### config.mk
export PLATFORM = sky130hd
export DESIGN_NAME = erts_ctrl
export DESIGN_NICKNAME = d
export VERILOG_FILES = /design/src/design/erts_pkg.sv /design/src/design/erts_ctrl.sv
export VERILOG_INCLUDE_DIRS = /design/src /design/src/design
export SDC_FILE = /design/constraint.sdc
export NUM_CORES = 1
export LEC_CHECK = 0
export BUFFER_PORTS_ARGS = -buffer_cell sky130_fd_sc_hd__buf_2
export CORE_AREA = 4 4 41 43
export DETAILED_ROUTE_END_ITERATION = 16
export DIE_AREA = 0 0 45 47
export GPL_ROUTABILITY_DRIVEN = 1
export HOLD_SLACK_MARGIN = 0.03
export SLEW_MARGIN = 5
export SYNTH_ARGS = -nofsm -noshare
export SYNTH_HDL_FRONTEND = slang
export SYNTH_SLANG_ARGS = --single-unit
### constraint.sdc
create_clock -name clk -period 2.33 [get_ports clk]
set_input_delay 0.233 -clock clk [delete_from_list [all_inputs] [get_ports clk]]
set_output_delay 0.233 -clock clk [all_outputs]
set_load 0.05 [all_outputs]
### src/design/error_record_table_search_defines.svh
// Assertion macros shared by the error record table search block.
// Included by the modules that carry concurrent checks; needs nothing else.
`ifndef ERROR_RECORD_TABLE_SEARCH_DEFINES_SVH
`define ERROR_RECORD_TABLE_SEARCH_DEFINES_SVH

// Same-cycle implication, disabled while reset is asserted
`define ERTS_ASSERT_IMPL(label, clk, rst_n, ante, cons, msg) \
    label: assert property (@(posedge clk) disable iff (!rst_n) (ante) |-> (cons)) \
        else $error(msg);

// Next-cycle implication, disabled while reset is asserted
`define ERTS_ASSERT_NEXT(label, clk, rst_n, ante, cons, msg) \
    label: assert property (@(posedge clk) disable iff (!rst_n) (ante) |=> (cons)) \
        else $error(msg);

`endif

### src/design/erts_pkg.sv
// Shared types and constants for the error record table search block.
// Used by the controller, the datapath and the top level; depends on nothing.
package erts_pkg;

    // Defaults and fixed field widths
    localparam int TABLE_DEPTH_DEF = 1024;
    localparam int CFG_W           = 11;
    localparam int IDXOUT_W        = 10;
    localparam int TALLY_W         = 16;

    localparam logic [CFG_W-1:0]   MAX_ENTRIES_RST = 11'd1024;
    localparam logic [TALLY_W-1:0] TALLY_MAX       = 16'hFFFF;

    // Request codes
    typedef logic [1:0] req_t;
    localparam req_t REQ_CLEAR = 2'd0;
    localparam req_t REQ_ADD   = 2'd1;
    localparam req_t REQ_PROBE = 2'd2;
    localparam req_t REQ_RSVD  = 2'd3;  // reserved, no effect

    // Input word
    typedef struct packed {
        req_t        req_type;
        logic [31:0] addr;
        logic [31:0] data_word;
        logic [31:0] ref_word;
        logic        last_probe;
    } in_word_t;

    // Result word
    typedef struct packed {
        logic                accepted;
        logic                found;
        logic [IDXOUT_W-1:0] found_index;
        logic [TALLY_W-1:0]  missing_count;
        logic                compare_done;
    } out_word_t;

    // Controller to datapath commands
    typedef struct packed {
        logic capture;       // latch the accepted input word
        logic exec_simple;   // run clear / add / reserved request
        logic probe_init;    // open search range over the table
        logic search_issue;  // first table read at the range midpoint
        logic search_step;   // narrow range and read the next midpoint
        logic probe_finish;  // write probe result and update tally
        logic probe_hit;     // qualifier for probe_finish
        logic out_load;      // move result into the output register
    } cmd_t;

    // Datapath to controller status
    typedef struct packed {
        req_t req_type;
        logic range_nonempty;
        logic hit;
        logic next_nonempty;
        logic out_free;
    } sts_t;

endpackage

### src/design/erts_ctrl.sv
// Sequencer for the error record table search block.
// Uses erts_pkg for command and status types; drives the datapath.
`include "error_record_table_search_defines.svh"

module erts_ctrl (
    input  logic          clk,
    input  logic          rst_n,
    input  logic          in_valid,
    output logic          in_stall,
    input  erts_pkg::sts_t sts,
    output erts_pkg::cmd_t cmd
);
    import erts_pkg::*;

    typedef enum logic [2:0] {
        S_IDLE,
        S_EXEC,
        S_START,
        S_CMP,
        S_DONE
    } state_t;

    state_t state_reg;
    state_t state_next;

    // State register
    always_ff @(posedge clk or negedge rst_n)
    begin
        if (!rst_n)
        begin
            state_reg <= S_IDLE;
        end
        else
        begin
            state_reg <= state_next;
        end
    end

    assign in_stall = (state_reg != S_IDLE);

    // Next state and commands
    always_comb
    begin
        state_next = state_reg;
        cmd        = '0;
        case (state_reg)
            S_IDLE:
            begin
                if (in_valid)
                begin
                    cmd.capture = 1'b1;
                    state_next  = S_EXEC;
                end
            end
            S_EXEC:
            begin
                if (sts.req_type == REQ_PROBE)
                begin
                    cmd.probe_init = 1'b1;
                    state_next     = S_START;
                end
                else
                begin
                    cmd.exec_simple = 1'b1;
                    state_next      = S_DONE;
                end
            end
            S_START:
            begin
                if (sts.range_nonempty)
                begin
                    cmd.search_issue = 1'b1;
                    state_next       = S_CMP;
                end
                else
                begin
                    cmd.probe_finish = 1'b1;
                    state_next       = S_DONE;
                end
            end
            S_CMP:
            begin
                if (sts.hit)
                begin
                    cmd.probe_finish = 1'b1;
                    cmd.probe_hit    = 1'b1;
                    state_next       = S_DONE;
                end
                else
                begin
                    cmd.search_step = 1'b1;
                    if (!sts.next_nonempty)
                    begin
                        cmd.probe_finish = 1'b1;
                        state_next       = S_DONE;
                    end
                end
            end
            S_DONE:
            begin
                if (sts.out_free)
                begin
                    cmd.out_load = 1'b1;
                    state_next   = S_IDLE;
                end
            end
            default:
            begin
                state_next = S_IDLE;
            end
        endcase
    end

    // Compare phase is only entered from the range check or itself
    `ERTS_ASSERT_IMPL(a_cmp_entry, clk, rst_n, state_reg == S_CMP, $past(state_reg) == S_START || $past(state_reg) == S_CMP, "compare state entered from wrong state")

endmodule

==> run metrics, run 1 <==
DR DRC count 0; ys flop type dfrtp_1; ANT nets after route 0; fmax 0.591 GHz; met2 WL 335 µm; Synthesized Nets 44; WL met1 284 µm; Yosys warnings 0; Max Cap Viol 0; fin nets 64; TritonCTS clock tree built; Vias 297; total power 478 µW; global-route wire length before repair 1000 µm; PortBufs 17; Ports 18; FP Rows 13; unrepaired setup endpoints after global routing false; routed vias/inst 4.30; Routed WL 664 µm; clk_lat worst skew 0.23 ns; Worst Setup EP cmd[7]; Clock power frac 18.8%; Async SR Flop Fraction 100%; R2R cell count 2; crit path from state_reg[0]; post-DP HPWL 520 µm; Slew Limit Headroom 77.9%; area delta synth->final 40.9%; CP Class reg2out; Combinational Power Share 56.3%; Post-Syn Instances 35; unique cell type count in the Yosys netlist 23; status finished, final reports clean; number of flops mapped to enable cells by yosys 0; Static Leak 0.223 nW; setup violators final 0; initial antenna violation count 0; max layer used met3; worst slew pin tran 0.332 ns; FF-to-FF setup slack 1.15 ns; CP max FO 12; worst flop-to-flop path startpoint state_reg[1]; worst path required time 2.10 ns; clock skew 0.000588 ns; Seq/Total Area, Yosys 25.5%; Chip Height 47 µm; Final Hold Fails 0; DR WL met3 45 µm; Iter 0 DRT Violations 1; pin count of the biggest net entering global routing 13; Die Width 45 µm; H-tree depth 1; Reg2Reg Capture Point state_reg[1]; Seq pwr share 24.9%; internal power 224 µW; Clock Sinks 3; core box area 1300 µm²; worst hold path type in2reg; vias in the first global route 259; WL/cell 9.62 µm; total gr overflow 0; max reg flops 3; setup repair bufs after CTS 0; clock tree buffer depth 2; VDD IR-drop max 0.432 mV; setup TNS 0 ns; Final Wtd Congestion 0.655; Pre-antenna DRT Iters 2; flops & latches, synth 3; switching pwr 254 µW; Final Slew Violations 0; CP Launch Type register; CTS root buf clkbuf_4; critical path data arrival time 1.46 ns; clock period minus worst slack 1.69 ns; Post-Syn Area 294 µm²; total CTS buffers 3; antenna cells 0; switching share of power 53.2%; layout cell share with drive strength beyond 1 44.4%; clock slew at reported path FFs 0.04 ns; crit path capture type output pin; gr usage total 6.73%; Mean Syn Cell Area 8.40 µm²; pwr/cell area 1150 nW/µm²; Tcrit/Tclk final 72.6%; Die Area 2120 µm²; initial core utilization 22.6%
[metrics by stage]
stage	worst slack (ns)	util [%]	instances	instance area, µm²	hold WS [ns]
4_1_cts	0.624	31.8	69	414	0.186
3_3_place_gp	0.885	29.0	64	378	0.0298
3_5_place_dp	0.878	29.0	64	378	0.0304
6_report	0.638	31.8	69	414	0.197
2_1_floorplan	0.386	-	35	294	-0.0626
5_1_grt	0.569	31.8	69	414	0.193
[timing repair]
item                                    CTS  global route
hold buffers                              1             0
gates resized for setup                   0             0
endpoints found under the setup margin    0             0
hold endpoints to repair                  3             0
[per-layer routing]
layer	GRT usage (%)	up-vias
li1	-	161
met1	7.55	128
met2	10.5	8
met3	1.15	0
met4	7.02	0
met5	0	-
[worst max-delay path, stage by stage (launching register included)]
cell,delay (ns)
dfrtp_1,0.47
or3_4,0.43
nor2_2,0.07
buf_2,0.26
[synthesized netlist by cell type, types with 2 or more instances]
cell     count  share of area [%]
buf_4        2                5.1
and3b_1      2                6.0
nor2_1       4                5.1
and3_1       2                4.3
nand2_1      3                3.8
nor2b_1      2                4.3
inv_1        2                2.6
dfrtp_1      3                 26
[cell type report]
type	instances	area, µm²
Timing Repair Buffer	18	95.1
Sequential cell	3	75.1
Fill cell	156	887
Tap cell	15	18.8
Clock buffer	4	26.3
Multi-Input combinational cell	27	191
Inverter	2	7.51
[placed cells by master (no fill, tap or decap)]
| master | Yosys | final |
|---|---|---|
| a31oi_1 | 1 | 1 |
| and3_1 | 2 | 2 |
| and3b_1 | 2 | 2 |
| buf_2 | 1 | 17 |
| clkbuf_1 | 0 | 1 |
| clkbuf_4 | 0 | 3 |
| dfrtp_1 | 3 | 3 |
| dlygate4sd3_1 | 0 | 1 |
| inv_1 | 2 | 2 |
| mux2i_1 | 1 | 1 |
| nand2_1 | 3 | 3 |
| nand2b_4 | 1 | 1 |
| nand3b_1 | 1 | 1 |
| nand4b_1 | 1 | 1 |
| nor2_1 | 4 | 4 |
| nor2_2 | 1 | 1 |
| nor2b_1 | 2 | 2 |
| nor3_1 | 1 | 1 |
| nor3b_1 | 1 | 1 |
| nor4b_2 | 1 | 1 |
| o21a_1 | 1 | 1 |
| o22ai_1 | 1 | 1 |
| o32ai_1 | 1 | 1 |
| or3_4 | 1 | 1 |
| or3b_1 | 1 | 1 |
[worst min path at each step]
stage	startpoint	end	slack [ns]	depth (start not counted)
finish	sts[0]	state_reg[2]	0.20	2
global route	sts[0]	state_reg[2]	0.19	2
CTS	sts[0]	state_reg[2]	0.19	2
detailed placement	rst_n	state_reg[0]	0.03	1
global placement	rst_n	state_reg[2]	0.03	1
floorplan	rst_n	state_reg[0]	-0.06	0
[power by group through the flow]
stage	sequential, mW	clock [mW]	combinational [mW]
global route	0.127	0.0984	0.286
finish	0.119	0.0896	0.269
floorplan	0.0784	0	0.273
CTS	0.119	0.0965	0.273
global placement	0.118	0	0.271
detailed placement	0.120	0	0.271
[logic make-up after synthesis]
group	after synthesis	share of synthesized area (%)
AOI/OAI and AO/OA	4	9.79
DFF	3	25.5
buffers and inverters	5	9.36
and+or+nand+nor	22	51.9
muxes	1	3.40
No activity file was read; power rests on OpenSTA's default activity.
==> run 2, diff against run 1 <==
--- a/config.mk
+++ b/config.mk
@@ -6,6 +6,7 @@
 export SDC_FILE = /design/constraint.sdc
 export NUM_CORES = 1
 export LEC_CHECK = 0
+export ABC_AREA = 1
 export BUFFER_PORTS_ARGS = -buffer_cell sky130_fd_sc_hd__buf_2
 export CORE_AREA = 4 4 41 43
 export DETAILED_ROUTE_END_ITERATION = 16
==> constraint.sdc (replaced) <==
create_clock -name clk -period 1.6 [get_ports clk]
set_input_delay 0.16 -clock clk [delete_from_list [all_inputs] [get_ports clk]]
set_output_delay 0.16 -clock clk [all_outputs]
set_load 0.05 [all_outputs]
==> run 2 against run 1 <==
Effect of this change:
- clock skew grew 0.0015 ns
- critical path depth increased by 1
- critical path type unchanged
- critical endpoint unchanged
- largest cell class unchanged
- highest routed layer unchanged
- power grew 53%
==> run metrics, run 2 <==
FP Rows 13 (unchanged); flops & latches, synth 3 (unchanged); count leader, synth inv_1; CTS root buf clkbuf_4; TritonCTS clock tree built; DR DRC count 0 (unchanged); Async SR Flop Fraction 100% (unchanged); Die Area 2120 µm² (unchanged); critical path data arrival time 1.34 ns (-0.12 ns); post-DP HPWL 600 µm (+15%); Die Width 45 µm (unchanged); layout cell share with drive strength beyond 1 35.3% (-9.2 points); area delta synth->final 58.7%; unrepaired setup endpoints after global routing false; clock period minus worst slack 1.50 ns; CP Class reg2out; Post-Syn Area 267 µm² (-9.4%); Ports 18 (unchanged); Vias 330 (+11%); unique cell type count in the Yosys netlist 11 (-52%); Final Slew Violations 0 (unchanged); Synthesized Nets 55 (+25%); ANT nets after route 0 (unchanged); pin count of the biggest net entering global routing 7 (-6); max reg flops 3 (unchanged); leading area contributor after synthesis dfrtp_1; Seq/Total Area, Yosys 28.2% (+2.6 points); top-area cell type share of the netlist area 28.2% (+2.6 points); Filler cells 158 (+1.3%); area of the multi-input gates 156 µm² (-18%); initial core utilization 20.5% (-2.1 points); Tcrit/Tclk final 93.8%; Yosys warnings 0 (unchanged); top cells by area, synth dfrtp_1 (28%), inv_1 (18%), nand3_1 (11%); worst flop-to-flop path startpoint state_reg[0]; CP max FO 6 (-6); routed vias/inst 3.98 (-7.6%); fmax 0.666 GHz; Commonest cells post-synth inv_1 (13), nand2_1 (8), nor2_1 (8); Clock Sinks 3 (unchanged); total CTS buffers 3 (unchanged); Max Cap Viol 0 (unchanged); setup TNS 0 ns (unchanged); Pre-antenna DRT Iters 4 (+2); Routed WL 709 µm (+6.8%); vias in the first global route 297 (+15%); Final Hold Fails 0 (unchanged); PortBufs 17 (unchanged); Max stage delay on crit path 0.43 ns (-0.04 ns); clk_lat worst skew 0.23 ns (about the same); core box area 1300 µm² (unchanged); worst hold path type in2async; setup violators final 0 (unchanged); antenna cells 0 (unchanged); clock skew 0.00210 ns (+0.00151 ns); clock tree buffer depth 2 (unchanged); Mean Syn Cell Area 5.79 µm² (-31%); worst slew pin tran 0.251 ns (-0.0806 ns); global-route wire length before repair 1060 µm (+6.2%); ys flop type dfrtp_1; FF-to-FF setup slack 0.52 ns (-0.63 ns); gr usage total 7.12% (+0.39 points); Slew Limit Headroom 83.4% (+5.5 points); crit path from state_reg[0]; Chip Height 47 µm (unchanged); worst path required time 1.44 ns (-0.66 ns); Final Wtd Congestion 0.760 (+16%); fin nets 78 (+22%); worst hold margin 0.248 ns (+0.0505 ns); Iter 0 DRT Violations 5 (+4); Placed Instance Area 384 µm² (+1.7%); CP Launch Type register; clock slew at reported path FFs 0.04 ns (about the same); FF/Latch Area 75.1 µm² (unchanged); H-tree depth 1 (unchanged); Static Leak 0.271 nW (+22%); Final Cell Area 423 µm² (+2.1%); worst-path cell chain nor2_1 > nand2_1 > nor2_4 > buf_2; Post-Syn Instances 46 (+31%); most frequent cells in the layout buf_2 (16), inv_1 (13), nand2_1 (8), nor2_1 (7), nand3_1 (6); status finished, final reports clean; number of flops mapped to enable cells by yosys 0 (unchanged); crit path capture type output pin; total gr overflow 0 (unchanged); Worst Path Buf+Inv 1 (unchanged); WL/cell 8.54 µm (-11%); leading cell type in the layout, fill and taps excluded buf_2; setup repair bufs after CTS 0 (unchanged); CP delay by family, top flip-flops; VDD IR-drop max 0.739 mV (+71%); pwr/cell area 1730 nW/µm² (+50%); slowest library cell on the worst path dfrtp_1; initial antenna violation count 0 (unchanged)
[run 2: changes by cell type in the layout (fill, tap and decap cells not counted), moves of 2 or more]
| cell | before | now |
|---|---|---|
| nor2_1 | 4 | 7 |
| nand2_1 | 3 | 8 |
| nand3_1 | 0 | 6 |
| and3_1 | 2 | 0 |
| o21ai_0 | 0 | 2 |
| inv_1 | 2 | 13 |
| and3b_1 | 2 | 0 |
| nor2b_1 | 2 | 0 |
[run 2: cell type report]
cell class	instances	area share, %
clock buffer	4	6.21
inverter	13	11.5
multi-input combinational	30	37.0
sequential	3	17.8
tap	15	4.44
timing repair buffer	18	23.1
[run 2: logic make-up (layout without fill, tap and decap cells)]
| kind of cell | Yosys count | after routing | share of synthesized area, % |
|---|---|---|---|
| flops | 3 | 3 | 28.2 |
| simple gates | 25 | 25 | 42.3 |
| compound gates | 5 | 5 | 11.3 |
| buf+inv | 13 | 35 | 18.3 |
[run 2: path summary, 6_finish.rpt]
kind                       cells after the start      endpoint
setup / recovery                               4        cmd[7]
hold / removal                                 2  state_reg[0]
setup reg to reg                               6  state_reg[2]
hold reg to reg                                2  state_reg[2]
max in group asynchronous                      2  state_reg[1]
min in group clk                               4  state_reg[2]
[run 2: worst register-to-register path, delay by kind of cell (launching register included)]
| family | cells | cell delay [ns] |
|---|---|---|
| flip-flops | 1 | 0.43 |
| buffers and inverters | 1 | 0.04 |
| AND/OR/NAND/NOR | 5 | 0.51 |
[run 2: routing by layer]
metal / part of all wire, % / track usage, %
met1: 45 / 7.08
met2: 48 / 12.4
met3: 6.2 / 2.30
met4: 0 / 5.26
met5: 0 / 0
[run 2: repair_timing]
item,in CTS,in global routing
hold buffers,1,0
endpoints found under the setup margin,0,1
gates resized for setup,0,2
hold endpoints to repair,3,0
[run 2: metrics by stage]
stage / power [mW] / util, % / setup slack [ns] / instances
after floorplan: 0.502 / - / 0.0396 / 46
after global placement: 0.597 / 29.5 / 0.340 / 78
final: 0.731 / 32.5 / 0.0985 / 83
after CTS: 0.744 / 32.3 / 0.0457 / 83
after global routing: 0.789 / 32.5 / 0.00596 / 83
after detailed placement: 0.601 / 29.5 / 0.297 / 78
[run 2: power breakdown]
part	switching (mW)	total [mW]	leakage, nW	internal [mW]
Sequential	0.0354	0.140	0.0390	0.105
Clock	0.0384	0.132	0.0150	0.0934
Combinational	0.345	0.459	0.217	0.115
Total	0.418	0.731	0.271	0.313
==> run 3, diff against run 2 <==
==> constraint.sdc (replaced) <==
create_clock -name clk -period 1.6 [get_ports clk]
set_input_delay 0.32 -clock clk [delete_from_list [all_inputs] [get_ports clk]]
set_output_delay 0.32 -clock clk [all_outputs]
set_load 0.05 [all_outputs]
==> run 3 against run 2 <==
Effect of this change:
- combinational power rose by 25%
- critical path type unchanged
- design area rose by 23%
- worst setup slack lost 0.079 ns
- sequential share of layout area down 2.9 points
- hold slack gained 0.16 ns
- sequential power increased by 14%
- via count is 7.9% higher
- core utilization grew 7.6 points
- final cell count is 3.6% higher
- critical path depth stayed put
==> run metrics, run 3 (synthesized netlist as in run 2, its figures left out) <==
status finished, final reports clean; setup violators final 0 (unchanged); antenna cells 0 (unchanged); WL met1 311 µm (-3.1%); Tcrit/Tclk final 98.8% (+5.0 points); initial antenna violation count 0 (unchanged); VDD IR-drop max 0.544 mV (-26%); fmax 0.633 GHz (-5.0%); Ports 18 (unchanged); Filler cells 147 (-7.0%); Final Slew Violations 0 (unchanged); Vias 356 (+7.9%); fin nets 81 (+3.8%); leading cell type in the layout, fill and taps excluded inv_1; Die Width 45 µm (unchanged); WL/cell 9.05 µm (+5.9%); PortBufs 17 (unchanged); pin count of the biggest net entering global routing 7 (unchanged); FP Rows 13 (unchanged); FF/Latch Area 77.6 µm² (+3.3%); critical path data arrival time 1.26 ns (-0.08 ns); Static Leak 0.296 nW (+9.2%); pwr/cell area 1660 nW/µm² (-4.0%); CP max FO 4 (-2); Slew Limit Headroom 86.1% (+2.7 points); Iter 0 DRT Violations 2 (-3); CTS root buf clkbuf_4; area delta synth->final 95.8%; global-route wire length before repair 1210 µm (+14%); worst hold path type in2async; Routed WL 778 µm (+9.7%); worst slew pin tran 0.208 ns (-0.0435 ns); TritonCTS clock tree built; Die Area 2120 µm² (unchanged); total CTS buffers 3 (unchanged); Worst Path Buf+Inv 2 (+1); placed insts 78 (unchanged); layout cell share with drive strength beyond 1 52.1% (+17 points); Reg2Reg Capture Point state_reg[1]; initial core utilization 20.5% (unchanged); DR DRC count 0 (unchanged); clock skew 0.00376 ns (+0.00166 ns); slowest library cell on the worst path dfrtp_1; worst-path cell chain inv_2 > nand3_2 > nor3_4 > buf_6; routed vias/inst 4.14 (+4.1%); H-tree depth 1 (unchanged); CP Launch Type register; CP Class reg2out; max reg flops 3 (unchanged); Final Hold Fails 0 (unchanged); setup TNS 0 ns (unchanged); unrepaired setup endpoints after global routing true; total gr overflow 0 (unchanged); worst flop-to-flop path startpoint state_reg[2]; Pre-antenna DRT Iters 2 (-2); DR WL met3 60 µm (+36%); met2 WL 405 µm (+18%); R2R cell count 6 (unchanged); vias in the first global route 319 (+7.4%); clock tree buffer depth 2 (unchanged); most frequent cells in the layout inv_1 (10), nand2_1 (8), buf_2 (8), buf_6 (6), buf_4 (6); Max stage delay on crit path 0.42 ns (about the same); Chip Height 47 µm (unchanged); crit path capture type output pin; post-DP HPWL 629 µm (+4.9%); ANT nets after route 0 (unchanged); core box area 1300 µm² (unchanged); Clock Sinks 3 (unchanged); area of the multi-input gates 188 µm² (+20%); clock slew at reported path FFs 0.04 ns (about the same); Final Wtd Congestion 0.742 (-2.4%); Max Cap Viol 0 (unchanged); CP delay by family, top flip-flops; Final Non-Filler Cells 86 (+3.6%); FF-to-FF setup slack 0.47 ns (-0.05 ns); gr usage total 8.55% (+1.4 points); clock period minus worst slack 1.58 ns (+0.0794 ns); clk_lat worst skew 0.23 ns (about the same); worst path required time 1.28 ns (-0.16 ns); max layer used met3
run 3: cell types whose count changed in the layout (fill, tap and decap cells not counted), sizes merged:
cell	previous run	this run
buf	17	20
run 3: metal layers:
layer,vias up,global-route usage (%)
met2,11,13.8
met1,154,7.78
met4,0,7.02
met5,-,0
li1,191,-
met3,0,4.98
run 3: final cells by class:
type,count,share of cell area (%)
clock buffers,4,5.04
inverters,13,9.35
multi-input cells,30,36.0
flip-flops and latches,3,14.9
well taps,15,3.60
repair buffers,21,31.2
run 3: repair_timing:
item	in CTS	in global routing
endpoints found under the hold margin	3	0
endpoints found under the setup margin	7	9
gates resized for setup	10	18
hold buffers	1	0
pin swaps	0	2
buffers inserted	0	3
run 3: worst max path at each step:
stage / to / startpoint / cells past startpoint / slack [ns]
finish: cmd[5] / state_reg[2] / 4 / 0.02
global route: cmd[5] / state_reg[2] / 4 / -0.06
CTS: cmd[5] / state_reg[2] / 4 / -0.02
detailed placement: cmd[5] / state_reg[2] / 4 / 0.11
global placement: cmd[5] / state_reg[2] / 4 / 0.14
floorplan: cmd[7] / state_reg[0] / 3 / -0.07
run 3: power breakdown:
group          switching (mW)  internal, mW  leakage [nW]
clock network          0.0403        0.0935        0.0150
registers              0.0520         0.108        0.0363
logic                   0.373         0.199         0.244
run 3: per-stage QoR:
step | hold slack (ns) | worst slack (ns) | area (µm²) | total power [mW] | util (%)
floorplan | 0.0244 | -0.0726 | 293 | 0.518 | -
global placement | 0.118 | 0.141 | 397 | 0.611 | 30.5
detailed placement | 0.119 | 0.108 | 397 | 0.620 | 30.5
CTS | 0.400 | -0.0164 | 457 | 0.793 | 35.1
global route | 0.420 | -0.0635 | 522 | 0.934 | 40.1
finish | 0.408 | 0.0191 | 522 | 0.866 | 40.1
